==> src/can_frame_binary_serializer_core_assert.svh <==
// Assertion macros used by the serializer top level.
`ifndef CAN_FRAME_BINARY_SERIALIZER_CORE_ASSERT_SVH
`define CAN_FRAME_BINARY_SERIALIZER_CORE_ASSERT_SVH

// Check a property on every rising edge outside reset.
`define CFBS_ASSERT(label, clk, rst_n, prop, msg) \
  label: assert property (@(posedge clk) disable iff (!rst_n) (prop)) else $error(msg);

// Check that a condition never holds outside reset.
`define CFBS_ASSERT_NEVER(label, clk, rst_n, cond, msg) \
  `CFBS_ASSERT(label, clk, rst_n, !(cond), msg)

`endif

==> src/cfbs_pkg.sv <==
// Types and constants of the CAN frame binary serializer.
`default_nettype none
package cfbs_pkg;

  localparam logic [7:0] SyncByte = 8'hF1;
  localparam logic [7:0] TypeCan  = 8'h00;

  // Byte positions inside a packet
  localparam int PosSync  = 0;
  localparam int PosType  = 1;
  localparam int PosTs0   = 2;
  localparam int PosId0   = 6;
  localparam int PosLen   = 10;
  localparam int PosData0 = 11;

  typedef struct packed {
    logic [31:0] timestamp;
    logic [28:0] frame_id;
    logic        extended;
    logic [3:0]  bus_number;
    logic [3:0]  data_length;  // already clamped
    logic [63:0] payload;
  } frame_t;

endpackage
`default_nettype wire

==> src/cfbs_if.sv <==
// Handshake channels: frame words in, packet byte words out.
`default_nettype none
interface cfbs_frame_if;
  logic        valid;
  logic        ready;
  logic [31:0] timestamp;
  logic [28:0] frame_id;
  logic        extended;
  logic [3:0]  bus_number;
  logic [3:0]  data_length;
  logic [63:0] payload;

  modport source (output valid, timestamp, frame_id, extended, bus_number, data_length,
                  payload, input ready);
  modport sink   (input valid, timestamp, frame_id, extended, bus_number, data_length,
                  payload, output ready);
endinterface

interface cfbs_byte_if;
  logic       valid;
  logic       ready;
  logic [7:0] out_byte;
  logic       last;

  modport source (output valid, out_byte, last, input ready);
  modport sink   (input valid, out_byte, last, output ready);
endinterface
`default_nettype wire

==> src/cfbs_frame_reg.sv <==
// Input register: holds one frame word with its length clamped.
`default_nettype none
module cfbs_frame_reg
  import cfbs_pkg::*;
#(
  parameter int MAX_DATA_BYTES = 8
) (
  input  wire logic   clk_i,
  input  wire logic   rst_ni,
  cfbs_frame_if.sink  in_i,
  input  wire logic   pop_i,
  output frame_t      frame_o,
  output logic        valid_o
);

  logic   valid_q, valid_d;
  frame_t frame_q, frame_d;
  logic   accept;

  assign in_i.ready = !valid_q || pop_i;
  assign accept     = in_i.valid && in_i.ready;

  always_comb begin
    frame_d = frame_q;
    valid_d = valid_q;
    if (accept) begin
      frame_d.timestamp  = in_i.timestamp;
      frame_d.frame_id   = in_i.frame_id;
      frame_d.extended   = in_i.extended;
      frame_d.bus_number = in_i.bus_number;
      frame_d.payload    = in_i.payload;
      // clamp oversize lengths
      if (in_i.data_length > 4'(MAX_DATA_BYTES)) begin
        frame_d.data_length = 4'(MAX_DATA_BYTES);
      end else begin
        frame_d.data_length = in_i.data_length;
      end
      valid_d = 1'b1;
    end else if (pop_i) begin
      valid_d = 1'b0;
    end
  end

  always_ff @(posedge clk_i or negedge rst_ni) begin
    if (!rst_ni) begin
      valid_q <= 1'b0;
    end else begin
      valid_q <= valid_d;
    end
  end

  always_ff @(posedge clk_i) begin
    frame_q <= frame_d;
  end

  assign frame_o = frame_q;
  assign valid_o = valid_q;

endmodule
`default_nettype wire

==> src/cfbs_byte_sel.sv <==
// Byte select: picks the packet byte at a given position of the frame.
`default_nettype none
module cfbs_byte_sel
  import cfbs_pkg::*;
#(
  parameter int IdxW = 5
) (
  input  wire frame_t            frame_i,
  input  wire logic [IdxW-1:0]   idx_i,
  output logic [7:0]             byte_o
);

  logic [31:0] id_word;
  logic [1:0]  ts_off;
  logic [1:0]  id_off;
  logic [2:0]  data_off;

  assign id_word  = {frame_i.extended, 2'b00, frame_i.frame_id};
  assign ts_off   = 2'(idx_i - IdxW'(PosTs0));
  assign id_off   = 2'(idx_i - IdxW'(PosId0));
  assign data_off = 3'(idx_i - IdxW'(PosData0));

  always_comb begin
    if (idx_i == IdxW'(PosSync)) begin
      byte_o = SyncByte;
    end else if (idx_i == IdxW'(PosType)) begin
      byte_o = TypeCan;
    end else if (idx_i < IdxW'(PosId0)) begin
      byte_o = 8'(frame_i.timestamp >> {ts_off, 3'b000});
    end else if (idx_i < IdxW'(PosLen)) begin
      byte_o = 8'(id_word >> {id_off, 3'b000});
    end else if (idx_i == IdxW'(PosLen)) begin
      byte_o = {frame_i.bus_number, frame_i.data_length};
    end else begin
      byte_o = frame_i.payload[{data_off, 3'b000} +: 8];
    end
  end

endmodule
`default_nettype wire

==> src/can_frame_binary_serializer_core.sv <==
// Top level: CAN frame to binary packet byte stream serializer.
// The sync byte of an accepted frame passes the frame register and then the output register.
// Throughput: one byte per cycle while the output is ready, set by the single byte-wide output register;
// a packet is 12 + clamped length bytes (12 to 20) and the next frame enters as the checksum goes.
// Reset: asynchronous active low; clears the frame and output valid flags,
// the byte index and the running checksum.
`default_nettype none
`include "can_frame_binary_serializer_core_assert.svh"
module can_frame_binary_serializer_core
  import cfbs_pkg::*;
#(
  parameter int MAX_DATA_BYTES = 8
) (
  input  wire logic    clk_i,
  input  wire logic    rst_ni,
  cfbs_frame_if.sink   in_i,
  cfbs_byte_if.source  out_o
);

  // Longest packet: header, length byte, payload, checksum.
  localparam int MaxPacketBytes = PosData0 + MAX_DATA_BYTES + 1;
  localparam int IdxW           = $clog2(MaxPacketBytes);

  frame_t            frame;
  logic              frame_valid;
  logic              pop;

  logic [IdxW-1:0]   idx_q, idx_d;
  logic [7:0]        sum_q, sum_d;
  logic              out_valid_q, out_valid_d;
  logic [7:0]        out_byte_q, out_byte_d;
  logic              out_last_q, out_last_d;

  logic [7:0]        sel_byte;
  logic [IdxW-1:0]   last_idx;
  logic              is_last;
  logic              load;
  logic              emit;

  // Hold the frame until its checksum byte is loaded into the output register.
  cfbs_frame_reg #(
    .MAX_DATA_BYTES (MAX_DATA_BYTES)
  ) u_frame_reg (
    .clk_i   (clk_i),
    .rst_ni  (rst_ni),
    .in_i    (in_i),
    .pop_i   (pop),
    .frame_o (frame),
    .valid_o (frame_valid)
  );

  // Select the packet byte at the current index.
  cfbs_byte_sel #(
    .IdxW (IdxW)
  ) u_byte_sel (
    .frame_i (frame),
    .idx_i   (idx_q),
    .byte_o  (sel_byte)
  );

  // Checksum position follows the clamped payload length.
  assign last_idx = IdxW'(PosData0) + IdxW'(frame.data_length);
  assign is_last  = (idx_q == last_idx);

  // Output register loads when empty or when its word is taken.
  assign load = !out_valid_q || out_o.ready;
  assign emit = load && frame_valid;
  assign pop  = emit && is_last;

  always_comb begin
    idx_d       = idx_q;
    sum_d       = sum_q;
    out_valid_d = out_valid_q;
    out_byte_d  = out_byte_q;
    out_last_d  = out_last_q;
    if (emit) begin
      out_valid_d = 1'b1;
      out_last_d  = is_last;
      if (is_last) begin
        // send the running XOR and restart for the next frame
        out_byte_d = sum_q;
        idx_d      = '0;
        sum_d      = '0;
      end else begin
        out_byte_d = sel_byte;
        idx_d      = idx_q + IdxW'(1);
        sum_d      = sum_q ^ sel_byte;
      end
    end else if (load) begin
      out_valid_d = 1'b0;
    end
  end

  always_ff @(posedge clk_i or negedge rst_ni) begin
    if (!rst_ni) begin
      idx_q       <= '0;
      sum_q       <= '0;
      out_valid_q <= 1'b0;
    end else begin
      idx_q       <= idx_d;
      sum_q       <= sum_d;
      out_valid_q <= out_valid_d;
    end
  end

  always_ff @(posedge clk_i) begin
    out_byte_q <= out_byte_d;
    out_last_q <= out_last_d;
  end

  assign out_o.valid    = out_valid_q;
  assign out_o.out_byte = out_byte_q;
  assign out_o.last     = out_last_q;

  `CFBS_ASSERT(a_idx_in_packet, clk_i, rst_ni, frame_valid |-> (idx_q <= last_idx), "byte index beyond checksum position")
  `CFBS_ASSERT(a_sum_clear_at_start, clk_i, rst_ni, (idx_q == '0) |-> (sum_q == '0), "checksum not cleared at packet start")
  `CFBS_ASSERT(a_last_restarts, clk_i, rst_ni, pop |=> (idx_q == '0) && out_last_q, "checksum byte did not end the packet")
  `CFBS_ASSERT_NEVER(a_idle_index, clk_i, rst_ni, !frame_valid && (idx_q != '0), "byte index moved without a frame")

endmodule
`default_nettype wire
==> src/flat_wrapper.sv <==
// flat-port wrapper written by rule: the top's interface ports become plain ports
module can_frame_binary_serializer_core_flat import cfbs_pkg::*;
#(
  parameter int MAX_DATA_BYTES = 8
)
  (clk_i, rst_ni, in_i_valid, in_i_timestamp, in_i_frame_id, in_i_extended, in_i_bus_number, in_i_data_length, in_i_payload, in_i_ready, out_o_valid, out_o_out_byte, out_o_last, out_o_ready);
  cfbs_frame_if in_i_i ();
  cfbs_byte_if out_o_i ();
  input  wire logic clk_i;
  input  wire logic rst_ni;
  input wire logic [$bits(in_i_i.valid)-1:0] in_i_valid;
  input wire logic [$bits(in_i_i.timestamp)-1:0] in_i_timestamp;
  input wire logic [$bits(in_i_i.frame_id)-1:0] in_i_frame_id;
  input wire logic [$bits(in_i_i.extended)-1:0] in_i_extended;
  input wire logic [$bits(in_i_i.bus_number)-1:0] in_i_bus_number;
  input wire logic [$bits(in_i_i.data_length)-1:0] in_i_data_length;
  input wire logic [$bits(in_i_i.payload)-1:0] in_i_payload;
  output wire logic [$bits(in_i_i.ready)-1:0] in_i_ready;
  output wire logic [$bits(out_o_i.valid)-1:0] out_o_valid;
  output wire logic [$bits(out_o_i.out_byte)-1:0] out_o_out_byte;
  output wire logic [$bits(out_o_i.last)-1:0] out_o_last;
  input wire logic [$bits(out_o_i.ready)-1:0] out_o_ready;
  assign in_i_i.valid = in_i_valid;
  assign in_i_i.timestamp = in_i_timestamp;
  assign in_i_i.frame_id = in_i_frame_id;
  assign in_i_i.extended = in_i_extended;
  assign in_i_i.bus_number = in_i_bus_number;
  assign in_i_i.data_length = in_i_data_length;
  assign in_i_i.payload = in_i_payload;
  assign in_i_ready = in_i_i.ready;
  assign out_o_valid = out_o_i.valid;
  assign out_o_out_byte = out_o_i.out_byte;
  assign out_o_last = out_o_i.last;
  assign out_o_i.ready = out_o_ready;
  can_frame_binary_serializer_core #(.MAX_DATA_BYTES(MAX_DATA_BYTES)) u_core (.clk_i(clk_i), .rst_ni(rst_ni), .in_i(in_i_i), .out_o(out_o_i));
endmodule
==> config.mk <==
export PLATFORM = sky130hd
export DESIGN_NAME = can_frame_binary_serializer_core_flat
export DESIGN_NICKNAME = d
export VERILOG_FILES = /design/src/cfbs_pkg.sv /design/src/cfbs_if.sv /design/src/cfbs_frame_reg.sv /design/src/cfbs_byte_sel.sv /design/src/can_frame_binary_serializer_core.sv /design/src/flat_wrapper.sv
export VERILOG_INCLUDE_DIRS = /design/src /design/src/src
export SDC_FILE = /design/constraint.sdc
export NUM_CORES = 1
export LEC_CHECK = 0
export ABC_AREA = 1
export BUFFER_PORTS_ARGS = -buffer_cell sky130_fd_sc_hd__buf_2
export CORE_MARGIN = 4
export CORE_UTILIZATION = 40
export CTS_CLUSTER_SIZE = 8
export DETAILED_ROUTE_END_ITERATION = 10
export PLACE_DENSITY = 0.68
export SYNTH_ARGS = -nofsm -noshare
export SYNTH_HDL_FRONTEND = slang
export SYNTH_HIERARCHICAL = 1
export SYNTH_SLANG_ARGS = --single-unit
==> constraint.sdc <==
create_clock -name clk_i -period 9.9 [get_ports clk_i]
set_clock_uncertainty 0.05 [all_clocks]
set_input_delay 0.99 -clock clk_i [delete_from_list [all_inputs] [get_ports clk_i]]
set_output_delay 0.99 -clock clk_i [all_outputs]
set_load 0.005 [all_outputs]
==> summary.txt <==
Routed vias: 5023
Status: finished clean
Max Root-Sink Buffers: 2
Simple-Gate Fraction of Synth Area: 0.194
Root Driver: clkbuf_16
Worst stage delay on the critical path: 0.89 ns
Reg2Reg Capture Point: u_core/u_frame_reg/frame_o[48]
DR WL met3: 945 um
Yosys reg bits: 158
F_max: 0.256 GHz
GRT overflow: 0
Fin. max-slew vios: 0
Dominant cell type by area after synthesis: edfxtp_1
Ranking of synthesized cells by area: edfxtp_1, nand2_1, dfrtp_1
Synthesis-to-finish area growth: 21.2%
Final total power: 2.63 mW
Crit end category: flip-flop
Reg2reg path depth: 12
Slew Limit Headroom: 0.282
Proportion of layout cells with a drive suffix above 1: 0.269
All-Layer GR Usage: 0.164
Vias/cell: 4.80
Setup WS post-layout: 5.99 ns
Met2 routed WL: 7920 um
Reg2reg start: u_core/idx_q[0]
Min Hold Slack: 0.416 ns
Reg clk slew, reported paths: 0.06 ns
CP max-delay cell: buf_4
I/O Buffers: 148
CTS tree: yes
Number of synthesized flops with an enable pin: 143
Final setup vio count: 0
Mapped Avg Cell Area: 10.7 um^2
Primary FF master, synth: edfxtp_1
Largest family of logic cells by synthesized area: simple AND/OR/NAND/NOR gates
Worst Path Required: 9.88 ns
XOR/XNOR share of the synthesized area: 0.0136
Final estimated routing congestion in global placement: 0.807
Yosys top cell area share: 0.605
Sink Count: 158
WP data arrival: 3.90 ns
Core area: 17400 um^2
Area post-placement: 8010 um^2
VDD IR max: 0.185 mV
WL per Instance: 15.3 um
DR iter-0 viols: 349
CP Cell Sequence: buf_2 -> inv_1 -> nand2_1 -> nand2_1 -> inv_2 -> nand3_4 -> inv_2 -> inv_1 -> a21oi_4 -> buf_4 -> buf_4
Clk_lat worst skew: 0.43 ns
CP Class: in -> reg
Drt drc: 0
Synth unique cells: 31
Antenna viol nets, final: 0
Fin. Hold Viols: 0
Post-synth top cells: nand2_1, edfxtp_1, inv_1
Post-CTS Setup Bufs: 0
Drt total wl: 16100 um
PD cells: 305 nW/um^2
Max Used Layer: met4
I/O pin cnt: 149
Most frequent cell after synthesis: nand2_1
Setup_tns: 0 ns
Pin count of the biggest net entering global routing: 86
Post-DP HPWL: 11100 um
Layout Nets: 952
Die Ht: 141 um
Final core occ: 0.496
Cells after DPL: 1015
Mapped cell area: 7100 um^2
Fin area: 8600 um^2
Pre-CTS worst setup slack: 5.57 ns
Yosys warns: 6
Synth Area in Adders: 0.00881
Post-synth ARST share: 0.0949
Compound-Gate Fraction of Synth Area: 0.0578
TritonCTS Buffers: 17
Initial antenna violation count: 0
Antenna diodes: 0
DR pass1 iterations: 4
Number of global-route vias before repair: 4937
Crit path time final: 3.91 ns
Core Rows: 48
Seq/Total Area, Yosys: 0.658
Crit start category: primary input
Gates resized, CTS repair: 0
Max Cap Viol: 0
Cells after Synth: 661
Die W: 141 um
P_leak: 3.75 nW
Global-route wire length before repair: 25200 um
Cts hold-fix bufs: 0
Register-to-Register Setup Slack: 6.03 ns
Die footprint: 19900 um^2
Tightest Pin Transition: 1.08 ns
Syn Nets: 804
Unrepaired setup endpoints after global routing: no
Hold Crit Class: in -> async
Post-Route M1 WL: 6990 um
Initial core utilization: 0.409
# H-tree levels: 4
Critical Path Fanout Max: 85
Post-Layout Cell Count: 1047
Tcrit/Tclk final: 0.395
Multiplexer share of the synthesized area: 0
==> worst max path at each step <==
stage | start | end | slack [ns] | depth (start not counted)
global route | u_core/idx_q[0] | u_core/u_frame_reg/frame_o[40] | 5.71 | 12
global placement | out_o_ready | u_core/u_frame_reg/frame_o[26] | 5.63 | 11
finish | out_o_ready | u_core/u_frame_reg/frame_o[48] | 5.99 | 11
floorplan | out_o_ready | u_core/u_frame_reg/frame_o[0] | 0.89 | 9
detailed placement | out_o_ready | u_core/u_frame_reg/frame_o[20] | 5.57 | 11
CTS | u_core/idx_q[0] | u_core/u_frame_reg/frame_o[56] | 6.01 | 12
==> cell families (layout without fill, tap and decap cells) <==
| kind of cell | count (synthesis) | after routing |
|---|---|---|
| AO/OA/AOI/OAI | 71 | 71 |
| XOR/XNOR | 11 | 11 |
| adder cells (fa/ha/maj) | 5 | 5 |
| buffers and inverters | 109 | 270 |
| flip-flops | 158 | 158 |
| AND/OR/NAND/NOR | 307 | 307 |
==> cell type report <==
| class | instances | area, um^2 |
|---|---|---|
| clock buffers | 19 | 433 |
| clock inverters | 13 | 164 |
| fillers | 1554 | 8750 |
| inverters | 85 | 319 |
| multi-input cells | 394 | 1960 |
| flip-flops and latches | 158 | 4670 |
| well taps | 225 | 282 |
| repair buffers | 153 | 778 |
==> report_power, final <==
group | switching, mW | internal [mW] | total, mW
sequential | 0.0612 | 0.845 | 0.906
combinational | 0.695 | 0.363 | 1.06
clock | 0.264 | 0.397 | 0.661
==> placed cells by master (no fill, tap or decap) <==
| master | Yosys | routed |
|---|---|---|
| a21oi_1 | 6 | 5 |
| a21oi_4 | 0 | 1 |
| a31o_2 | 1 | 1 |
| buf_2 | 9 | 148 |
| buf_4 | 3 | 5 |
| bufinv_16 | 0 | 3 |
| clkbuf_1 | 6 | 2 |
| clkbuf_16 | 0 | 17 |
| clkinv_1 | 0 | 1 |
| clkinv_2 | 0 | 1 |
| clkinv_4 | 0 | 2 |
| clkinvlp_4 | 0 | 4 |
| dfrtp_1 | 15 | 14 |
| dfrtp_2 | 0 | 1 |
| edfxtp_1 | 143 | 143 |
| ha_1 | 5 | 5 |
| inv_1 | 68 | 68 |
| inv_2 | 17 | 17 |
| inv_6 | 0 | 2 |
| nand2_1 | 180 | 180 |
| nand2_2 | 2 | 2 |
| nand2_4 | 10 | 10 |
| nand3_1 | 62 | 62 |
| nand3_4 | 1 | 1 |
| nand4_1 | 1 | 1 |
| nor2_1 | 46 | 46 |
| nor2_2 | 2 | 2 |
| nor2_8 | 2 | 2 |
| nor3_4 | 1 | 1 |
| o211ai_1 | 6 | 6 |
| o21ai_0 | 39 | 39 |
| o21ai_1 | 4 | 4 |
| o21ai_2 | 1 | 1 |
| o221ai_1 | 6 | 6 |
| o22ai_1 | 8 | 8 |
| xnor2_1 | 8 | 8 |
| xor2_1 | 3 | 3 |
==> critical path, delay by kind of cell <==
kind	cells	cell delay, ns
buffers and inverters	7	2.01
AND/OR/NAND/NOR	3	0.63
AO/OA/AOI/OAI	1	0.11
==> state kept, by name (all words and copies together) (netlist names) <==
register                    cells
u_core/u_frame_reg/frame_o    134
u_core/out_o.out_byte           8
u_core/sum_q                    8
u_core/idx_q                    5
u_core/out_o.last               1
u_core/out_o.valid              1
u_core/u_frame_reg/valid_o      1
==> metal layers <==
layer  track usage  vias to the layer above
met4        0.0541                        0
met5             0                        -
met1         0.215                     2344
li1              -                     2505
met3        0.0400                       19
met2         0.270                      155
Note: power is estimated with default switching activity, not from simulation.
